==> src/hdl/heightmap_lod_downsampler_top_assert.svh <==
// Assertion macros for the heightmap LOD downsampler.
`ifndef HEIGHTMAP_LOD_DOWNSAMPLER_TOP_ASSERT_SVH
`define HEIGHTMAP_LOD_DOWNSAMPLER_TOP_ASSERT_SVH

// Same-cycle implication, sampled on clk_i, off during reset.
`define HLD_ASSERT_IMPLIES(name, ante, cons, msg) \
  name: assert property (@(posedge clk_i) disable iff (!rst_ni) (ante) |-> (cons)) \
    else $error(msg);

// Next-cycle implication, sampled on clk_i, off during reset.
`define HLD_ASSERT_NEXT(name, ante, cons, msg) \
  name: assert property (@(posedge clk_i) disable iff (!rst_ni) (ante) |=> (cons)) \
    else $error(msg);

`endif

==> src/hdl/hld_pkg.sv <==
// Shared types and constants of the heightmap LOD downsampler.
package hld_pkg;

  localparam int unsigned LOG2_BITS   = 4;
  localparam logic [3:0]  LOG2_RESET  = 4'd10;
  localparam int unsigned COORD_BITS  = 10;
  localparam int unsigned QUEUE_DEPTH = 4;

  typedef enum logic [2:0] {
    OP_STORE,
    OP_COPY,
    OP_PAIR,
    OP_COL,
    OP_BLOCK
  } op_e;

  typedef struct packed {
    op_e  op;
    logic fin;
  } ctrl_t;

endpackage

==> src/hdl/hld_if.sv <==
// Handshake channel interfaces: sample in, result out, configuration write.
interface hld_height_if #(
  parameter int unsigned HEIGHT_BITS = 24
) ();
  logic                          valid;
  logic                          ready;
  logic signed [HEIGHT_BITS-1:0] height_in;

  modport source (output valid, output height_in, input ready);
  modport sink   (input valid, input height_in, output ready);
endinterface


interface hld_cfg_if import hld_pkg::*; ();
  logic                 valid;
  logic                 ready;
  logic [LOG2_BITS-1:0] source_log2;

  modport source (output valid, output source_log2, input ready);
  modport sink   (input valid, input source_log2, output ready);
endinterface

==> src/hdl/hld_front.sv <==
// Front end: configuration, raster counters, sample classification, running min/max.
module hld_front import hld_pkg::*; #(
  parameter int unsigned MAX_LOG2    = 10,
  parameter int unsigned HEIGHT_BITS = 24
) (
  input  logic                          clk_i,
  input  logic                          rst_ni,
  hld_cfg_if.sink                       cfg_i,
  hld_height_if.sink                    height_i,
  input  logic                          q_ready_i,
  output logic                          push_o,
  output ctrl_t                         ctrl_o,
  output logic signed [HEIGHT_BITS-1:0] a_o,
  output logic signed [HEIGHT_BITS-1:0] b_o,
  output logic [MAX_LOG2-1:0]           x_o,
  output logic [MAX_LOG2-1:0]           y_o,
  output logic signed [HEIGHT_BITS-1:0] min_o,
  output logic signed [HEIGHT_BITS-1:0] max_o
);

  localparam int unsigned CW = MAX_LOG2 + 1;
  localparam logic signed [HEIGHT_BITS-1:0] HMAX = {1'b0, {(HEIGHT_BITS-1){1'b1}}};
  localparam logic signed [HEIGHT_BITS-1:0] HMIN = {1'b1, {(HEIGHT_BITS-1){1'b0}}};

  logic [LOG2_BITS-1:0]          log2_q;
  logic [CW-1:0]                 col_q;
  logic [CW-1:0]                 row_q;
  logic signed [HEIGHT_BITS-1:0] left_q;
  logic signed [HEIGHT_BITS-1:0] min_q;
  logic signed [HEIGHT_BITS-1:0] max_q;

  logic [LOG2_BITS-1:0]          k;
  logic [CW-1:0]                 last_idx;
  logic                          col_last;
  logic                          row_last;
  logic                          accept;
  logic                          take_left;
  logic signed [HEIGHT_BITS-1:0] h;

  always_comb begin
    priority if (log2_q < LOG2_BITS'(1)) begin
      k = LOG2_BITS'(1);
    end else if (log2_q > LOG2_BITS'(MAX_LOG2)) begin
      k = LOG2_BITS'(MAX_LOG2);
    end else begin
      k = log2_q;
    end
  end

  assign last_idx = CW'(1) << k;
  assign col_last = (col_q == last_idx);
  assign row_last = (row_q == last_idx);
  assign h        = height_i.height_in;

  // Hold the sample stream while a configuration word is offered.
  assign cfg_i.ready    = 1'b1;
  assign height_i.ready = q_ready_i && !cfg_i.valid;
  assign accept         = height_i.valid && q_ready_i && !cfg_i.valid;

  always_comb begin
    take_left  = 1'b0;
    ctrl_o.op  = OP_STORE;
    ctrl_o.fin = 1'b0;
    a_o        = h;
    b_o        = '0;
    priority if (row_last) begin
      if (col_last) begin
        ctrl_o.op  = OP_COPY;
        ctrl_o.fin = 1'b1;
      end else if (!col_q[0]) begin
        take_left = 1'b1;
      end else begin
        ctrl_o.op = OP_PAIR;
        a_o       = left_q;
        b_o       = h;
      end
    end else if (!row_q[0]) begin
      if (col_last) begin
        ctrl_o.op = OP_STORE;
      end else if (!col_q[0]) begin
        take_left = 1'b1;
      end else begin
        ctrl_o.op = OP_STORE;
        a_o       = left_q;
        b_o       = h;
      end
    end else begin
      if (col_last) begin
        ctrl_o.op = OP_COL;
      end else if (!col_q[0]) begin
        take_left = 1'b1;
      end else begin
        ctrl_o.op = OP_BLOCK;
        a_o       = left_q;
        b_o       = h;
      end
    end
  end

  assign push_o = accept && !take_left;
  assign x_o    = col_q[CW-1:1];
  assign y_o    = row_q[CW-1:1];
  assign min_o  = (h < min_q) ? h : min_q;
  assign max_o  = (h > max_q) ? h : max_q;

  always_ff @(posedge clk_i or negedge rst_ni) begin
    if (!rst_ni) begin
      log2_q <= LOG2_RESET;
      col_q  <= '0;
      row_q  <= '0;
      left_q <= '0;
      min_q  <= HMAX;
      max_q  <= HMIN;
    end else if (cfg_i.valid) begin
      log2_q <= cfg_i.source_log2;
      col_q  <= '0;
      row_q  <= '0;
      min_q  <= HMAX;
      max_q  <= HMIN;
    end else if (accept) begin
      if (take_left) begin
        left_q <= h;
      end
      if (col_last) begin
        col_q <= '0;
        if (row_last) begin
          row_q <= '0;
          min_q <= HMAX;
          max_q <= HMIN;
        end else begin
          row_q <= row_q + 1'b1;
          min_q <= min_o;
          max_q <= max_o;
        end
      end else begin
        col_q <= col_q + 1'b1;
        min_q <= min_o;
        max_q <= max_o;
      end
    end
  end

endmodule

==> src/flat_wrapper.sv <==
// flat-port wrapper written by rule: the top's interface ports become plain ports
module hld_front_flat import hld_pkg::*;
#(
  parameter int unsigned MAX_LOG2    = 10,
  parameter int unsigned HEIGHT_BITS = 24
)
  (clk_i, rst_ni, q_ready_i, push_o, ctrl_o, a_o, b_o, x_o, y_o, min_o, max_o, cfg_i_valid, cfg_i_source_log2, cfg_i_ready, height_i_valid, height_i_height_in, height_i_ready);
  hld_cfg_if cfg_i_i ();
  hld_height_if #(.HEIGHT_BITS(HEIGHT_BITS)) height_i_i ();
  input  logic clk_i;
  input  logic rst_ni;
  input  logic q_ready_i;
  output logic push_o;
  output ctrl_t ctrl_o;
  output logic signed [HEIGHT_BITS-1:0] a_o;
  output logic signed [HEIGHT_BITS-1:0] b_o;
  output logic [MAX_LOG2-1:0] x_o;
  output logic [MAX_LOG2-1:0] y_o;
  output logic signed [HEIGHT_BITS-1:0] min_o;
  output logic signed [HEIGHT_BITS-1:0] max_o;
  input wire logic [$bits(cfg_i_i.valid)-1:0] cfg_i_valid;
  input wire logic [$bits(cfg_i_i.source_log2)-1:0] cfg_i_source_log2;
  output wire logic [$bits(cfg_i_i.ready)-1:0] cfg_i_ready;
  input wire logic [$bits(height_i_i.valid)-1:0] height_i_valid;
  input wire logic [$bits(height_i_i.height_in)-1:0] height_i_height_in;
  output wire logic [$bits(height_i_i.ready)-1:0] height_i_ready;
  assign cfg_i_i.valid = cfg_i_valid;
  assign cfg_i_i.source_log2 = cfg_i_source_log2;
  assign cfg_i_ready = cfg_i_i.ready;
  assign height_i_i.valid = height_i_valid;
  assign height_i_i.height_in = height_i_height_in;
  assign height_i_ready = height_i_i.ready;
  hld_front #(.MAX_LOG2(MAX_LOG2), .HEIGHT_BITS(HEIGHT_BITS)) u_core (.clk_i(clk_i), .rst_ni(rst_ni), .cfg_i(cfg_i_i), .height_i(height_i_i), .q_ready_i(q_ready_i), .push_o(push_o), .ctrl_o(ctrl_o), .a_o(a_o), .b_o(b_o), .x_o(x_o), .y_o(y_o), .min_o(min_o), .max_o(max_o));
endmodule
==> config.mk <==
export PLATFORM = sky130hd
export DESIGN_NAME = hld_front_flat
export DESIGN_NICKNAME = d
export VERILOG_FILES = /design/src/hdl/heightmap_lod_downsampler_top_assert.svh /design/src/hdl/hld_pkg.sv /design/src/hdl/hld_if.sv /design/src/hdl/hld_front.sv /design/src/flat_wrapper.sv
export SDC_FILE = /design/constraint.sdc
export NUM_CORES = 1
export LEC_CHECK = 0
export BUFFER_PORTS_ARGS = -buffer_cell sky130_fd_sc_hd__buf_2
export CORE_MARGIN = 3
export CORE_UTILIZATION = 55
export CTS_BUF_LIST = sky130_fd_sc_hd__clkbuf_2
export DETAILED_ROUTE_END_ITERATION = 8
export PLACE_DENSITY = 0.78
export SYNTH_ARGS = -nofsm -noshare
export SYNTH_HDL_FRONTEND = slang
export SYNTH_SLANG_ARGS = --single-unit
==> constraint.sdc <==
create_clock -name clk_i -period 3.6 [get_ports clk_i]
set_input_delay 0.54 -clock clk_i [delete_from_list [all_inputs] [get_ports clk_i]]
set_output_delay 0.54 -clock clk_i [all_outputs]
set_load 0.02 [all_outputs]
After elaboration in Yosys (flattened, before gate mapping). Index checks and enable logic that the tools add are counted.

Add/sub/neg operators: 2. Magnitude comparators: 4. Eq/ne operators: 2. Shift-type cells: 1. Muxes and demuxes: 33. Bitwise logic cells: 1. Reductions and logical operators: 10.

Operators by type and width (count): 24-bit two-way mux (14); 11-bit two-way mux (7); 24-bit > comparator (1); 24-bit less-than comparator (1); 11-bit by 1-bit adder with 11-bit output (second input constant) (2); 11-bit equality test (2); 3-bit two-way mux (5); 1-bit by 4-bit << shifter with 11-bit output (first input constant) (1); 4-bit two-way mux (2); 4-bit > comparator (second input constant) (1); 1-bit logical AND (4); 4-bit by 1-bit less-than comparator with 1-bit output (second input constant) (1); 1-bit two-way mux (4); 2-bit nonzero test (2); 3-bit AND reduction (1); 1-bit zero test (2); 2-bit two-way mux (1); 2-bit AND reduction (1); 1-bit NOT (1).

Flip-flop bits (word level): 98. Input port bits: 33. Output and inout port bits: 123. Word-level logic and storage cells: 59.

Depth between registers and ports, before layout.
Word-level depth: 9. Gate-level depth with buffers: 11. Gate-level depth less buffers: 9.

Worst setup path before layout. OpenSTA, ideal clock, no wires.

Path type: input -> output. Start: in height_i_height_in[13]. End: out max_o[23]. Arrival time: 2.835 ns. Data required time: 3.060 ns. Path slack: 0.225 ns. Stages: 9. Path buffers: 2. Cell sequence: ha_1 > and4_1 > nor4bb_1 > o31ai_1 > a31oi_1 > or2_1 > buf_2 > clkbuf_1 > mux2i_1.

Longest elaborated chain between the ends: 2.

Ends and longest elaborated chain: start: declaration (line flat_wrapper.sv:25) `input wire logic [$bits(height_i_i.height_in)-1:0] height_i_height_in;`; 24-bit > comparator (line hld_front.sv:104) `assign max_o = (h > max_q) ? h : max_q;`; 24-bit two-way mux (line hld_front.sv:104); end: declaration (line flat_wrapper.sv:20) `output logic signed [HEIGHT_BITS-1:0] max_o;`.

No other way between the ends.

Worst setup path in the final report.
Start: reg u_core.max_q[1]. End: out max_o[0].

Longest elaborated chain between the ends: 2.

Ends and longest elaborated chain: start: declaration (line hld_front.sv:30) `logic signed [HEIGHT_BITS-1:0] max_q;`; start signal: assignment (line hld_front.sv:133) `max_q <= max_o;`; start signal: assignment (line hld_front.sv:138) `max_q <= max_o;`; 24-bit > comparator (line hld_front.sv:104); 24-bit two-way mux (line hld_front.sv:104).

No other way between the ends.

==> flow_summary.toml <==
[status]
status = "finished with violations"
violations = "negative setup slack"

[worst_setup_path]
cp.arrival_ns = 3.65
cpPeakStageDelay_ns = 0.49
cp_max_fo = 5
crit_path_end_kind = "output pin"
worstReg2RegStart = "u_core.log2_q[2]"
crit_buf_inv = 3
required_ns = 3.06
cp_slowest_cell = "dfrtp_1"
critPathKind = "reg -> out"
start_kind = "flip-flop"
worstSetupStartpoint = "u_core.max_q[1]"
path_cells = "inv_1, ha_1, nor2b_1, o211ai_1, a21oi_1, o31ai_1, and4b_2, or2_4, buf_12, mux2_2, buf_2"
crit_family = "compound AO/OA/AOI/OAI gates"

[sta]
finalMaxSlewViolations = 0
tightest_slew_ns = 0.877
max_freq_mhz = 238
min_period_ns = 4.19
finalSetupTns_ns = -20.39
setup_viol = 48
skew_ns = 0.0360
finalHoldViolations = 0
layout_setup_ws_ns = -0.595
rsz0062_at_grt = "true"
post-route-period-util_pct = 117
maxSlewHeadroom_pct = 41.4

[finish]
nFillCells = 697
instances_no_fill = 1088
stdcell_area_um2 = 9520
fin_nets = 997
drive_gt1_share_pct = 47.6
area_delta_synth_final_pct = 35.6
fin_util_pct = 77.6
antenna_cells = 0

[synthesis]
synth_area_per_cell_um2 = 9.68
yosysTopAreaCell = "dfrtp_1"
ys_seq_elements = 98
synth_ff_type = "dfrtp_1"
synth.net_count = 807
synth_commonest_cells = "dfrtp_1, nand2_1, inv_1, ha_1, o21ai_0"
postSynthCellCount = 725
synthArstFlopShare_pct = 100
synth_area_um2 = 7020
synth_top_area_share_pct = 25.7
yosys.cell_types.count = 80
ys_top_cells_by_area = "dfrtp_1, dfstp_2, ha_1"
yosysSeqAreaShare_pct = 35.4
synth.most_common_cell = "dfrtp_1"
ys_warn_count = 0
synth_edf_count = 0

[route]
drc = 0
wire_per_inst_um = 23.2
wl_um = 25200
drtIter0Drc = 863
drt_first_pass_iters = 8
viasPerCell = 6.57
ant_nets = 0
num_vias = 7144

[placement]
gp_congestion = 0.879
dpl-instance-area_um2 = 7900
placed_cells = 1018
hpwl_um = 13800
port_buffers = 154

[clocking]
cts_tree = "done"
clk_latency_ns = 0.65
cts-root-buf = "clkbuf_2"
cts_buffer_depth = 2
cts_sinks = 98
htreeDepth = 3
numCtsBuffers = 9
cts.clk_slew.worst_paths_ns = 0.29

[die]
initial_utilization_pct = 57.2
num_io_pins = 156
core_area_um2 = 12300
die_w_um = 119
rows = 40
die_y_um = 119
dieArea_um2 = 14200

[hold_path]
min_from = "cfg_i_source_log2[3]"
min_path_type = "in -> reg"

[power]
power_mw = 3.51
power_density_nw_per_um2 = 369
max-vdd-ir-drop_mv = 0.282
leakagePower_nw = 4.46

[grt]
antenna_found_initial = 0
use_met2_pct = 52.1
first_global_vias = 6878
grt_pass1_wl_um = 35400
grt_remaining_overflow = 0
use_met1_pct = 37.1
grt_util_met3_pct = 5.70
grt_max_degree = 58
gr-max-usage-layer = "met2"
track_usage_pct = 31.0

[flow_run]
cap_violations = 0
[flip-flops by register name, summed over array words and instances, names as in the netlist]
register       flops
u_core.max_q      24
u_core.log2_q      4
u_core.col_q      11
u_core.row_q      11
u_core.left_q     24
u_core.min_q      24
[cell families after synthesis]
family / Yosys count / share of synthesized area [%]
AO/OA/AOI/OAI: 179 / 18.6
XOR/XNOR: 6 / 0.749
adder cells (fa/ha/maj): 49 / 8.73
buffers and inverters: 118 / 8.52
flip-flops: 98 / 35.4
multiplexers: 76 / 12.1
other: 1 / 0.0534
AND/OR/NAND/NOR: 198 / 15.8
[per-stage QoR]
step                      setup WS (ns)  hold slack [ns]
after floorplan                   0.225            0.244
after global placement           0.0840            0.462
after detailed placement        -0.0427            0.471
after CTS                        -0.355           0.0928
after global routing             -0.669           0.0624
final                            -0.595           0.0988
[layout by cell type, fill, tap and decap left out, drive strengths merged, types with 4 or more instances in the layout]
| cell type | synthesis | final |
|---|---|---|
| nor2 | 31 | 31 |
| dfrtp | 72 | 72 |
| ha | 49 | 49 |
| a21oi | 26 | 26 |
| a21o | 11 | 11 |
| nand4 | 6 | 6 |
| nor2b | 4 | 4 |
| nand2b | 5 | 5 |
| and4 | 6 | 7 |
| nand3 | 12 | 12 |
| mux2 | 72 | 72 |
| nor3b | 4 | 4 |
| and3 | 4 | 4 |
| dfstp | 26 | 26 |
| or3 | 8 | 8 |
| o22a | 23 | 23 |
| clkbuf | 12 | 12 |
| buf | 50 | 236 |
| o211ai | 4 | 4 |
| xor2 | 5 | 5 |
| o31ai | 4 | 4 |
| nand2 | 59 | 59 |
| and2 | 30 | 30 |
| nor3 | 4 | 4 |
| clkinv | 0 | 4 |
| a32o | 23 | 23 |
| inv | 56 | 56 |
| o21ai | 51 | 51 |
| mux2i | 4 | 4 |
[final cells by class]
type	count	area [µm²]	area share (%)
multi-input combinational	510	4640	48.8
clock inverter	6	58.8	0.618
tap	168	210	2.21
clock buffer	10	50.0	0.526
timing repair buffer	240	1840	19.4
sequential	98	2500	26.3
inverter	56	213	2.24
[final timing paths]
path | endpoint | slack (ns) | depth (start not counted)
hold reg to reg | u_core.left_q[11] | 0.52 | 1
setup / recovery | max_o[0] | -0.59 | 11
hold / removal | u_core.log2_q[3] | 0.1 | 3
min in group asynchronous | u_core.col_q[7] | 0.41 | 2
setup reg to reg | u_core.left_q[3] | 0.20 | 10
max in group asynchronous | u_core.min_q[2] | 2.35 | 3
[metal layers]
| metal | wire [µm] | up-vias |
|---|---|---|
| met4 | 1480 | 0 |
| met2 | 12000 | 586 |
| met5 | 0 | - |
| met3 | 2390 | 160 |
| li1 | - | 3019 |
| met1 | 9290 | 3379 |
[timing repair]
| action | in CTS | in global routing |
|---|---|---|
| setup endpoints to repair | 52 | 52 |
| setup buffers | 20 | 28 |
| resized for setup | 172 | 102 |
| gates cloned | 5 | 2 |
| endpoints found under the hold margin | 38 | 0 |
| hold buffers | 1 | 0 |
| pin swaps | 29 | 22 |
[where the power goes]
part	total (mW)	switching, mW	leakage (nW)	internal, mW
Combinational	1.60	0.860	3.18	0.741
Clock	0.571	0.412	0.0670	0.158
Sequential	1.34	0.0902	1.22	1.25
[worst reg2reg max path: stages (launching register included)]
cell,delay [ns]
dfrtp_4,0.55
clkbuf_2,0.15
buf_4,0.19
nor3b_2,0.16
o211ai_1,0.24
a222oi_1,0.15
buf_4,0.17
and4_2,0.27
or2_1,0.32
nor2_4,0.70
mux2_1,0.40
Power figures use the tool's default switching activity.
