===== src/hdl/heightmap_lod_downsampler_top_assert.svh =====
// Assertion macros for the heightmap LOD downsampler.
`ifndef HEIGHTMAP_LOD_DOWNSAMPLER_TOP_ASSERT_SVH
`define HEIGHTMAP_LOD_DOWNSAMPLER_TOP_ASSERT_SVH

// Same-cycle implication, sampled on clk_i, off during reset.
`define HLD_ASSERT_IMPLIES(name, ante, cons, msg) \
  name: assert property (@(posedge clk_i) disable iff (!rst_ni) (ante) |-> (cons)) \
    else $error(msg);

// Next-cycle implication, sampled on clk_i, off during reset.
`define HLD_ASSERT_NEXT(name, ante, cons, msg) \
  name: assert property (@(posedge clk_i) disable iff (!rst_ni) (ante) |=> (cons)) \
    else $error(msg);

`endif


===== src/hdl/hld_pkg.sv =====
// Shared types and constants of the heightmap LOD downsampler.
package hld_pkg;

  localparam int unsigned LOG2_BITS   = 4;
  localparam logic [3:0]  LOG2_RESET  = 4'd10;
  localparam int unsigned COORD_BITS  = 10;
  localparam int unsigned QUEUE_DEPTH = 4;

  typedef enum logic [2:0] {
    OP_STORE,
    OP_COPY,
    OP_PAIR,
    OP_COL,
    OP_BLOCK
  } op_e;

  typedef struct packed {
    op_e  op;
    logic fin;
  } ctrl_t;

endpackage


===== src/hdl/hld_queue.sv =====
// Short FIFO between the classifying front and the arithmetic back.
module hld_queue import hld_pkg::*; #(
  parameter int unsigned WIDTH = 8
) (
  input  logic             clk_i,
  input  logic             rst_ni,
  input  logic             push_i,
  input  logic [WIDTH-1:0] data_i,
  output logic             ready_o,
  output logic             valid_o,
  input  logic             pop_i,
  output logic [WIDTH-1:0] data_o
);

  localparam int unsigned PTR_BITS = $clog2(QUEUE_DEPTH);
  localparam int unsigned CNT_BITS = $clog2(QUEUE_DEPTH + 1);

  logic [WIDTH-1:0]    mem_q [QUEUE_DEPTH];
  logic [PTR_BITS-1:0] wr_ptr_q;
  logic [PTR_BITS-1:0] rd_ptr_q;
  logic [CNT_BITS-1:0] count_q;
  logic [CNT_BITS-1:0] count_d;

  assign ready_o = (count_q != CNT_BITS'(QUEUE_DEPTH));
  assign valid_o = (count_q != '0);
  assign data_o  = mem_q[rd_ptr_q];
  assign count_d = count_q + CNT_BITS'(push_i) - CNT_BITS'(pop_i);

  always_ff @(posedge clk_i or negedge rst_ni) begin
    if (!rst_ni) begin
      wr_ptr_q <= '0;
      rd_ptr_q <= '0;
      count_q  <= '0;
    end else begin
      if (push_i) begin
        wr_ptr_q <= wr_ptr_q + 1'b1;
      end
      if (pop_i) begin
        rd_ptr_q <= rd_ptr_q + 1'b1;
      end
      count_q <= count_d;
    end
  end

  always_ff @(posedge clk_i) begin
    if (push_i) begin
      mem_q[wr_ptr_q] <= data_i;
    end
  end

endmodule


===== config.mk =====
export PLATFORM = sky130hd
export DESIGN_NAME = hld_queue
export DESIGN_NICKNAME = d
export VERILOG_FILES = /design/src/hdl/heightmap_lod_downsampler_top_assert.svh /design/src/hdl/hld_pkg.sv /design/src/hdl/hld_queue.sv
export SDC_FILE = /design/constraint.sdc
export NUM_CORES = 1
export LEC_CHECK = 0
export ABC_AREA = 0
export ABC_CLOCK_PERIOD_IN_PS = 3500
export BUFFER_PORTS_ARGS = -buffer_cell sky130_fd_sc_hd__buf_2
export CAP_MARGIN = 5
export CORE_UTILIZATION = 59
export CTS_CLUSTER_DIAMETER = 30
export DETAILED_ROUTE_END_ITERATION = 12
export GPL_ROUTABILITY_DRIVEN = 0
export GPL_TIMING_DRIVEN = 0
export PLACE_DENSITY = 0.79
export SYNTH_ARGS = -nofsm -noshare
export SYNTH_HDL_FRONTEND = slang
export SYNTH_SLANG_ARGS = --single-unit

===== constraint.sdc =====
create_clock -name clk_i -period 3.5 [get_ports clk_i]
set_clock_uncertainty 0.1 [all_clocks]
set_input_delay 0.7 -clock clk_i [delete_from_list [all_inputs] [get_ports clk_i]]
set_output_delay 0.7 -clock clk_i [all_outputs]
set_load 0.05 [all_outputs]

* Yosys cells after proc, flatten, opt, wreduce, memory -nomap -nowiden
Memories as Yosys holds them, arrays and structs flattened.
Cells that the tools add are included.
W data, S select, Z words.
** Storage, ports and cells
- Register bits :: 7
- Bits in latches :: 0
- Bits in writable memories :: 32
- ROM bits :: 0
- Input port bits :: 12
- Output and inout bits :: 10
- Logic and storage cells :: 12
- Memories kept :: 1
** Memories
- mem_q :: depth 4, bits a word 8, rd ports 1, clocked after Yosys merged registers in 0, write ports 1, line hld_queue.sv:18 : logic [WIDTH-1:0] mem_q [QUEUE_DEPTH];
** Cells by class
- Add/sub/neg operators :: 4
- Multipliers :: 0
- Div/mod/pow operators :: 0
- Magnitude comparators :: 0
- Equal/unequal tests :: 1
- Shift operators :: 0
- Multiplexer cells :: 2
- Bitwise operators :: 0
- Reductions and logical operators :: 1
** Operators with widths (number)
- $add A2 B1 Y2 const B :: 2
- $add A3 B1 Y3 :: 1
- $ne A3 B3 Y1 const B :: 1
- $reduce_bool A3 Y1 :: 1
- $sub A3 B1 Y3 :: 1
- $mux W1 :: 2

* Depth between registers and ports, before layout
Gate-level depths: netlist (run 1).
- Word-level depth :: 2
- Gate-level depth with buffers :: 8
- Depth with buffers taken out :: 8

* Worst setup path before layout (run 1)
Ideal clock, no wire load.
- Path kind :: input to register
- From :: input port pop_i
- To :: register count_q[2]
- Setup time :: 0.125 ns
- Arrival time :: 1.797 ns
- Data required time :: 3.275 ns
- Path slack :: 1.478 ns
- Stages :: 7
- Buffers on the path :: 0
- Path through :: ha_1 inv_1 ha_1 inv_1 fa_1 xnor2_1 xnor2_1
** On the way
- Cells in the longest elaborated chain, start to end :: 1
** RTL lines
- start: declaration :: line hld_queue.sv:11 : input logic pop_i,
- $sub A3 B1 Y3 :: line hld_queue.sv:27 : assign count_d = count_q + CNT_BITS'(push_i) - CNT_BITS'(pop_i);
- net count_d[2] :: line hld_queue.sv:22 : logic [CNT_BITS-1:0] count_d;
- end signal: assignment :: line hld_queue.sv:41 : count_q <= count_d;
- end: declaration :: line hld_queue.sv:21 : logic [CNT_BITS-1:0] count_q;
The timed path passes the listed nets, and every way through them passes these cells.
A chain may end at the register's enable or synchronous reset.

* Final worst setup path (run 1)
- From :: register rd_ptr_q[0]
- To :: output port data_o[5]
** On the way
- Cells in the longest elaborated chain, start to end :: 1
** RTL lines
- start: declaration :: line hld_queue.sv:20 : logic [PTR_BITS-1:0] rd_ptr_q;
- start signal: assignment :: line hld_queue.sv:39 : rd_ptr_q <= rd_ptr_q + 1'b1;
- $mem_v2 Z4 W8
- end: declaration :: line hld_queue.sv:12 : output logic [WIDTH-1:0] data_o
Every way passes these cells.

==> results of run 1 <==
## through the flow
stage / worst slack (ps) / util (%) / cell area, um^2 / power (uW)
finish: 1098 / 71.21 / 1764 / 1642
global route: 1013 / 71.21 / 1764 / 1740
CTS: 1072 / 71.21 / 1764 / 1666
detailed placement: 1245 / 68.13 / 1688 / 1375
global placement: 1320 / 68.13 / 1688 / 1340
floorplan: 1478 / - / 1545 / 1227
## synth_stat cells (2+ instances only)
cell,instances
edfxtp_1,32
mux4_2,8
dfrtp_1,7
ha_1,6
inv_1,6
and2_1,4
nand2_1,3
xnor2_1,3
xor2_1,2
## flip-flops by register name, indices dropped and copies added (netlist names)
signal,cells
count_q,3
mem_q,32
rd_ptr_q,2
wr_ptr_q,2
## worst max-delay path, delay by kind of cell (launching register included)
kind                   cells  cell delay, ps
muxes                      1             510
buffers and inverters      2             410
DFF                        1             350
## per-layer routing
metal | wire [um] | vias up | global-route usage, %
met5 | 0 | - | 0
met4 | 27 | 0 | 9.211
met3 | 95 | 2 | 8.908
met2 | 1239 | 16 | 34.60
met1 | 921 | 366 | 23.74
li1 | - | 345 | -
## kinds of logic after synthesis
group / count (synthesis) / share of synthesized area [%]
multiplexers: 8 / 11.66
AO/OA/AOI/OAI: 1 / 0.3236
XOR/XNOR: 5 / 2.835
adder cells (fa/ha/maj): 7 / 6.154
flip-flops: 39 / 73.52
buffers and inverters: 8 / 2.510
AND/OR/NAND/NOR: 9 / 2.996
## area by class of cell
cell class	instances	area [um^2]
flip-flops and latches	39	1136
clock buffers	5	37.54
clock inverters	3	38.79
plain buffers	2	16.27
multi-input cells	30	370.4
fillers	165	713.2
repair buffers	21	105.1
well taps	30	37.54
inverters	6	22.52
## path summary, 6_finish.rpt
| check | endpoint | slack [ps] | cells after the start |
|---|---|---|---|
| setup / recovery | data_o[5] | 1100 | 3 |
| min in group clk_i | wr_ptr_q[0] | 450 | 1 |
| hold / removal | rd_ptr_q[0] | 90 | 1 |
| max in group asynchronous | count_q[1] | 3040 | 1 |
| hold reg to reg | wr_ptr_q[0] | 450 | 1 |
| setup reg to reg | count_q[2] | 1660 | 8 |
## power by group through the flow
stage / clock (uW) / sequential, uW / combinational [uW]
final: 281 / 673 / 688
after global routing: 309 / 684 / 747
after CTS: 293 / 673 / 700
after detailed placement: 0 / 684 / 691
after global placement: 0 / 673 / 667
after floorplan: 0 / 668 / 559
==> flow_metrics.env, run 1 <==
export IMPL_fin_crit_sh_pct=68.62
export IMPL_ir_drop_mv=0.8612
export IMPL_fin_tns_setup_ps=0
export IMPL_clk_pin_slew_ps=110
export IMPL_relSlewSlack_pct=71.57
export IMPL_grt_overflow=0
export IMPL_worst_setup_path_end_kind="output port"
export IMPL_cts_sinks=39
export IMPL_cts_buffer_depth=2
export IMPL_post_drt_wl_per_cell_um=16.79
export IMPL_cp_max_fo=10
export IMPL_htreeDepth=2
export IMPL_yosys_warnings=0
export IMPL_p_sw_share_pct=38.88
export IMPL_grt_pass1_wl_um=3712
export IMPL_cpPeakStageDelay_ps=510
export IMPL_vias=729
export IMPL_cap_violations=0
export IMPL_numPortBuffers=21
export IMPL_powerDensity_nw_per_um2=930.9
export IMPL_post_cts_buffers=0
export IMPL_insertedDiodeCount=0
export IMPL_synth_top_area_share_pct=62.19
export IMPL_pwr_share_seq_pct=41.0
export IMPL_fin_hold_ws_ps=88.45
export IMPL_cts_root_buf="clkbuf_4"
export IMPL_worst_slew_pin_slew_ps=426.4
export IMPL_r2r_start="count_q[0]"
export IMPL_layout_nets=124
export IMPL_drt_total_wl_um=2284
export IMPL_dp_hpwl_um=1520
export IMPL_initial_utilization_pct=62.37
export IMPL_antenna_found_initial=0
export IMPL_antenna_left=0
export IMPL_areaGrowthSynthToFinish_pct=14.17
export IMPL_final_cell_mix="edfxtp_1, buf_2, mux4_2"
export IMPL_arrival_ps=1600
export IMPL_p_int_uw=1004
export IMPL_p_leak_uw=0.0006787
export IMPL_dp_cells=128
export IMPL_synthFlopType="edfxtp_1"
export IMPL_async_reset_ff_share_pct=17.95
export IMPL_synth_edff_count=32
export IMPL_layout_drive_gt1_share_pct=35.85
export IMPL_io_pins=22
export IMPL_synthTopCellsByArea="edfxtp_1, mux4_2, dfrtp_1"
export IMPL_synth_nets=96
export IMPL_critPathRequiredTime_ps=2700
export IMPL_p_clk_share_pct=17.1
export IMPL_cts_buffers=5
export IMPL_clock_latency_ps=330
export IMPL_syn_area_um2=1545
export IMPL_max_freq_mhz=416.4
export IMPL_finalCriticalPeriod_ps=2402
export IMPL_final_cell_count_no_fill=136
export IMPL_rsz0062_at_grt="no"
export IMPL_grt_max_degree=13
export IMPL_synth_area_per_cell_um2=20.07
export IMPL_critPathLaunchType="flip-flop"
export IMPL_cpMaxStageDelayCell="mux4_2"
export IMPL_num_rows=18
export IMPL_drtIter0Drc=8
export IMPL_cts_tree="yes"
export IMPL_fp_dieW_um=53.18
export IMPL_grt_total_usage_pct=21.02
export IMPL_maxSlewViolCount=0
export IMPL_hold_buffers=0
export IMPL_power_switching_uw=638.5
export IMPL_ctsResizeCount=0
export IMPL_synth_area_leader_cell="edfxtp_1"
export IMPL_criticalPathCategory="flip-flop to output port"
export IMPL_cp_startpoint="rd_ptr_q[0]"
export IMPL_hold_viol=0
export IMPL_synth_cells=77
export IMPL_p_comb_share_pct=41.9
export IMPL_core_um2=2477
export IMPL_chipHeight_um=53.18
export IMPL_viasPerCell=5.360
export IMPL_synth_seq_area_share_pct=73.52
export IMPL_status="finished clean"
export IMPL_route_detailed_drc=0
export IMPL_synth_ff_latch_count=39
export IMPL_die_area_um2=2828
export IMPL_synth_cell_types=15
export IMPL_path_cells="buf_6, mux4_2, buf_2"
export IMPL_setup_violations=0
export IMPL_grt_pass1_vias=780
export IMPL_final_common_cell="edfxtp_1"
export IMPL_hp_class="input pin to asynchronous set/reset pin"
export IMPL_dr_pass1_iters=4
(Power assumes the default switching activity.)
==> run 2, diff against run 1 <==
--- a/config.mk
+++ b/config.mk
@@ -6,15 +6,15 @@
 export NUM_CORES = 1
 export LEC_CHECK = 0
 export ABC_AREA = 0
-export ABC_CLOCK_PERIOD_IN_PS = 3500
+export ABC_CLOCK_PERIOD_IN_PS = 2500
 export BUFFER_PORTS_ARGS = -buffer_cell sky130_fd_sc_hd__buf_2
 export CAP_MARGIN = 5
-export CORE_UTILIZATION = 59
+export CORE_UTILIZATION = 55
 export CTS_CLUSTER_DIAMETER = 30
 export DETAILED_ROUTE_END_ITERATION = 12
 export GPL_ROUTABILITY_DRIVEN = 0
 export GPL_TIMING_DRIVEN = 0
-export PLACE_DENSITY = 0.79
+export PLACE_DENSITY = 0.74
 export SYNTH_ARGS = -nofsm -noshare
 export SYNTH_HDL_FRONTEND = slang
 export SYNTH_SLANG_ARGS = --single-unit
==> constraint.sdc (replaced) <==
create_clock -name clk_i -period 2.5 [get_ports clk_i]
set_clock_uncertainty 0.1 [all_clocks]
set_input_delay 0.5 -clock clk_i [delete_from_list [all_inputs] [get_ports clk_i]]
set_output_delay 0.5 -clock clk_i [all_outputs]
set_load 0.05 [all_outputs]
==> run 2 against run 1 <==
  * Clock power grew 6%
  * Power grew 33%
  * Sequential power grew 40%
  * Largest cell class unchanged
  * Die area grew 7.0%
  * Count of clock-buffer cells in the layout grew 2
  * First-iteration DRC count grew 38%
  * Non-clock buffer count grew 1
  * Critical endpoint is now data_o[2]
  * Worst setup slack lost 810 ps
==> flow_metrics.env, run 2 (synthesized netlist as in run 1, its figures left out) <==
export IMPL_status="finished clean"
export IMPL_grt_max_degree=12
export IMPL_use_met1_pct=22.64
export IMPL_grt_total_usage_pct=17.24
export IMPL_clk_pin_slew_ps=100
export IMPL_top_register="mem_q"
export IMPL_ir_drop_mv=1.020
export IMPL_grt_overflow=0
export IMPL_fin_crit_sh_pct=88.32
export IMPL_setup_violations=0
export IMPL_areaGrowthSynthToFinish_pct=13.12
export IMPL_final_cell_mix="edfxtp_1, buf_2, mux4_2"
export IMPL_cp_max_fo=10
export IMPL_dr_pass1_iters=2
export IMPL_largest_reg_flops=32
export IMPL_power_switching_uw=875.9
export IMPL_multi_input_area_um2=370.4
export IMPL_finalCriticalPeriod_ps=2208
export IMPL_cpPeakStageDelay_ps=520
export IMPL_chipHeight_um=55.01
export IMPL_critPathLaunchType="flip-flop"
export IMPL_final_common_cell="edfxtp_1"
export IMPL_worst_slew_pin_slew_ps=422.9
export IMPL_path_cells="buf_6, mux4_2, buf_2"
export IMPL_fillers=173
export IMPL_relSlewSlack_pct=71.81
export IMPL_io_pins=22
export IMPL_powerDensity_nw_per_um2=1246
export IMPL_setup_ws_ps=292.0
export IMPL_antenna_left=0
export IMPL_p_int_uw=1303
export IMPL_post_drt_wl_per_cell_um=15.64
export IMPL_arrival_ps=1610
export IMPL_fin_tns_setup_ps=0
export IMPL_numPortBuffers=21
export IMPL_p_sw_share_pct=40.20
export IMPL_initial_utilization_pct=60.19
export IMPL_p_comb_share_pct=43.2
export IMPL_final_cell_count_no_fill=137
export IMPL_grt_pass1_vias=673
export IMPL_cts_buffers=5
export IMPL_worst_setup_path_end_kind="output port"
export IMPL_p_leak_uw=0.0006695
export IMPL_grt_met2_usage_pct=23.90
export IMPL_vias=708
export IMPL_clock_latency_ps=330
export IMPL_htreeDepth=2
export IMPL_hold_viol=0
export IMPL_cap_violations=0
export IMPL_core_um2=2567
export IMPL_max_freq_mhz=452.9
export IMPL_pre_cts_ws_ps=449.8
export IMPL_cts_root_buf="clkbuf_4"
export IMPL_grt_pass1_wl_um=3139
export IMPL_layout_drive_gt1_share_pct=34.58
export IMPL_die_area_um2=3026
export IMPL_critPathRequiredTime_ps=1900
export IMPL_cpMaxStageDelayCell="mux4_2"
export IMPL_antenna_found_initial=0
export IMPL_layout_nets=125
export IMPL_drt_total_wl_um=2142
export IMPL_fp_dieW_um=55.01
export IMPL_rsz0062_at_grt="no"
export IMPL_largestRegisters="mem_q (32), count_q (3)"
export IMPL_fin_hold_ws_ps=261.7
export IMPL_power_uw=2179
export IMPL_pwr_share_seq_pct=43.1
export IMPL_dp_cells=128
export IMPL_cts_sinks=39
export IMPL_route_detailed_drc=0
export IMPL_maxSlewViolCount=0
export IMPL_drtIter0Drc=11
export IMPL_cts_tree="yes"
export IMPL_top_usage_layer="met2"
export IMPL_hp_class="input pin to flip-flop"
export IMPL_insertedDiodeCount=0
export IMPL_cts_buffer_depth=2
export IMPL_ff_latch_area_um2=1136
export IMPL_criticalPathCategory="flip-flop to output port"
export IMPL_use_met3_pct=8.197
export IMPL_viasPerCell=5.168
export IMPL_p_clk_share_pct=13.7
export IMPL_num_rows=18
[run 2: layer usage]
metal	routed length [um]	share of wire [%]
met5	0	0
met2	1042	49
met3	113	5.3
met4	26	1.2
met1	960	45
[run 2: worst paths after layout]
check	start	to	slack [ps]	cells past startpoint
max in group asynchronous	rst_ni	wr_ptr_q[1]	1710	2
min in group asynchronous	rst_ni	rd_ptr_q[0]	430	2
min reg2reg	wr_ptr_q[0]	wr_ptr_q[0]	440	1
min	pop_i	rd_ptr_q[0]	260	2
max reg2reg	count_q[0]	count_q[2]	680	8
max	rd_ptr_q[0]	data_o[2]	290	3
[run 2: metrics by stage]
stage               util, %  cell area, um^2
floorplan                 -             1545
global placement      65.74             1688
detailed placement    65.74             1688
CTS                   68.08             1748
global route          68.08             1748
finish                68.08             1748
[run 2: area by class of cell]
cell class	count	area share [%]
Buffer	2	0.9306
Multi-Input combinational cell	30	21.19
Clock buffer	7	2.577
Timing Repair Buffer	22	6.586
Sequential cell	39	65.00
Tap cell	30	2.147
Inverter	6	1.288
Clock inverter	1	0.2863
[run 2: timing repair]
item                                   4_1_cts  5_1_grt
endpoints found under the hold margin        7        0
gates resized for setup                      0        0
setup buffers                                0        0
hold buffers                                 1        0
[run 2: worst max-delay path, delay by kind of cell, from the launching register on]
kind | cells | cell delay, ps
buffers and inverters | 2 | 400
DFF | 1 | 360
muxes | 1 | 520
[run 2: power groups by stage]
| stage | Combinational [uW] | Clock (uW) | Sequential (uW) |
|---|---|---|---|
| after floorplan | 783 | 0 | 935 |
| after global placement | 945 | 0 | 945 |
| after detailed placement | 959 | 0 | 957 |
| after CTS | 962 | 309 | 943 |
| after global routing | 1020 | 337 | 959 |
| final | 941 | 298 | 940 |
==> run 3, diff against run 2 <==
--- a/config.mk
+++ b/config.mk
@@ -9,12 +9,13 @@
 export ABC_CLOCK_PERIOD_IN_PS = 2500
 export BUFFER_PORTS_ARGS = -buffer_cell sky130_fd_sc_hd__buf_2
 export CAP_MARGIN = 5
-export CORE_UTILIZATION = 55
+export CORE_ASPECT_RATIO = 0.9
+export CORE_UTILIZATION = 30
 export CTS_CLUSTER_DIAMETER = 30
 export DETAILED_ROUTE_END_ITERATION = 12
 export GPL_ROUTABILITY_DRIVEN = 0
 export GPL_TIMING_DRIVEN = 0
-export PLACE_DENSITY = 0.74
+export PLACE_DENSITY = 0.44
 export SYNTH_ARGS = -nofsm -noshare
 export SYNTH_HDL_FRONTEND = slang
 export SYNTH_SLANG_ARGS = --single-unit
==> run 3 against run 2 <==
  * Combinational power is 2.4% higher
  * Highest routed layer unchanged
  * Via count is 2.5% higher
  * Routed wire length is 16% higher
  * Non-clock buffer count stayed put
==> flow_metrics.env, run 3 (synthesized netlist as in run 1, its figures left out) <==
export IMPL_path_cells="buf_6, mux4_2, buf_2"
export IMPL_antenna_left=0
export IMPL_antenna_found_initial=0
export IMPL_insertedDiodeCount=0
export IMPL_fillers=464
export IMPL_setup_violations=0
export IMPL_grt_max_degree=12
export IMPL_hold_buffers=1
export IMPL_critPathRequiredTime_ps=1900
export IMPL_fin_crit_sh_pct=86.08
export IMPL_hold_viol=0
export IMPL_top_usage_layer="met2"
export IMPL_cap_violations=0
export IMPL_max_freq_mhz=464.7
export IMPL_drt_total_wl_um=2485
export IMPL_areaGrowthSynthToFinish_pct=17.98
export IMPL_top_register="mem_q"
export IMPL_drtIter0Drc=39
export IMPL_p_leak_uw=0.0006825
export IMPL_pre_cts_ws_ps=461.4
export IMPL_powerDensity_nw_per_um2=1262
export IMPL_cpMaxStageDelayCell="mux4_2"
export IMPL_ir_drop_mv=0.5178
export IMPL_criticalPathCategory="flip-flop to output port"
export IMPL_fin_tns_setup_ps=0
export IMPL_largestRegisters="mem_q (32), count_q (3)"
export IMPL_use_met1_pct=14.25
export IMPL_core_um2=4895
export IMPL_post_drt_wl_per_cell_um=14.45
export IMPL_htreeDepth=2
export IMPL_cts_sinks=39
export IMPL_worst_setup_path_end_kind="output port"
export IMPL_cts_root_buf="clkbuf_8"
export IMPL_chipHeight_um=70.09
export IMPL_cpPeakStageDelay_ps=520
export IMPL_critPathLaunchType="flip-flop"
export IMPL_setup_ws_ps=348.0
export IMPL_r2r_cells=8
export IMPL_p_clk_share_pct=17.3
export IMPL_grt_pass1_wl_um=4160
export IMPL_cts_buffers=5
export IMPL_ctsResizeCount=0
export IMPL_clock_latency_ps=280
export IMPL_cp_max_fo=10
export IMPL_hp_class="input pin to flip-flop"
export IMPL_cp_depth=3
export IMPL_power_switching_uw=906.9
export IMPL_grt_met2_usage_pct=16.13
export IMPL_p_int_uw=1394
export IMPL_grt_pass1_vias=789
export IMPL_finalCriticalPeriod_ps=2152
export IMPL_grt_overflow=0
export IMPL_layout_drive_gt1_share_pct=34.58
export IMPL_p_sw_share_pct=39.42
export IMPL_holdPathStages=2
export IMPL_cts_tree="yes"
export IMPL_grt_total_usage_pct=10.89
export IMPL_cts_buffer_depth=2
export IMPL_clk_pin_slew_ps=70
export IMPL_fp_dieW_um=77.65
export IMPL_post_cts_buffers=0
export IMPL_num_rows=24
export IMPL_final_common_cell="edfxtp_1"
export IMPL_dr_pass1_iters=4
export IMPL_die_area_um2=5442
export IMPL_use_met3_pct=3.922
export IMPL_relSlewSlack_pct=68.63
export IMPL_route_detailed_drc=0
export IMPL_numPortBuffers=21
export IMPL_worst_slew_pin_slew_ps=470.6
export IMPL_initial_utilization_pct=31.57
export IMPL_final_cell_mix="edfxtp_1, buf_2, mux4_2"
export IMPL_status="finished clean"
export IMPL_dp_hpwl_um=1681
export IMPL_io_pins=22
export IMPL_arrival_ps=1550
export IMPL_p_comb_share_pct=41.9
export IMPL_viasPerCell=4.221
export IMPL_vias=726
export IMPL_rsz0062_at_grt="no"
export IMPL_maxSlewViolCount=0
export IMPL_pwr_share_seq_pct=40.8
export IMPL_critPathBufInv=2
export IMPL_largest_reg_flops=32
export IMPL_layout_nets=125
export IMPL_path_delay_family="multiplexers"
## run 3: cell counts in the layout (fill, tap and decap cells not counted)
No cell type changed its count.
## run 3: layout make-up
| cell class | instances | area [um^2] | area share (%) |
|---|---|---|---|
| clock buffers | 7 | 76.32 | 4.187 |
| inverters | 6 | 22.52 | 1.235 |
| flip-flops and latches | 39 | 1136 | 62.32 |
| plain buffers | 2 | 16.27 | 0.8922 |
| clock inverters | 1 | 5.005 | 0.2745 |
| well taps | 65 | 81.33 | 4.461 |
| repair buffers | 22 | 115.1 | 6.314 |
| multi-input cells | 30 | 370.4 | 20.32 |
## run 3: worst paths after layout
kind                              from     endpoint  slack (ps)
max in group asynchronous       rst_ni  wr_ptr_q[1]        1670
hold reg to reg            wr_ptr_q[0]  wr_ptr_q[0]         440
hold / removal                   pop_i  rd_ptr_q[0]         330
setup reg to reg            count_q[0]   count_q[2]         700
min in group asynchronous       rst_ni  rd_ptr_q[0]         480
setup / recovery           rd_ptr_q[0]    data_o[6]         350
## run 3: per-layer routing
metal / wire, um / part of all wire, % / vias to the layer above
met3: 124 / 5.0 / 5
met4: 48 / 1.9 / 0
met2: 1167 / 47 / 18
met1: 1145 / 46 / 361
li1: - / - / 342
met5: 0 / 0 / -
## run 3: per-stage QoR
| stage | utilization [%] | hold WS, ps | cells | total power (uW) | cell area (um^2) |
|---|---|---|---|---|---|
| final | 37.24 | 328.6 | 172 | 2301 | 1823 |
| after detailed placement | 35.38 | 247.7 | 163 | 1941 | 1732 |
| after floorplan | - | 104.4 | 77 | 1718 | 1545 |
| after CTS | 37.24 | 318.1 | 172 | 2343 | 1823 |
| after global placement | 35.38 | 243.9 | 163 | 1917 | 1732 |
| after global routing | 37.24 | 319.5 | 172 | 2446 | 1823 |
## run 3: power groups by stage
stage                     clock network, uW  registers (uW)  logic [uW]
final                                   397             939         964
after global routing                    441             958        1050
after detailed placement                  0             954         987
after CTS                               412             941         989
after global placement                    0             947         970
after floorplan                           0             935         783
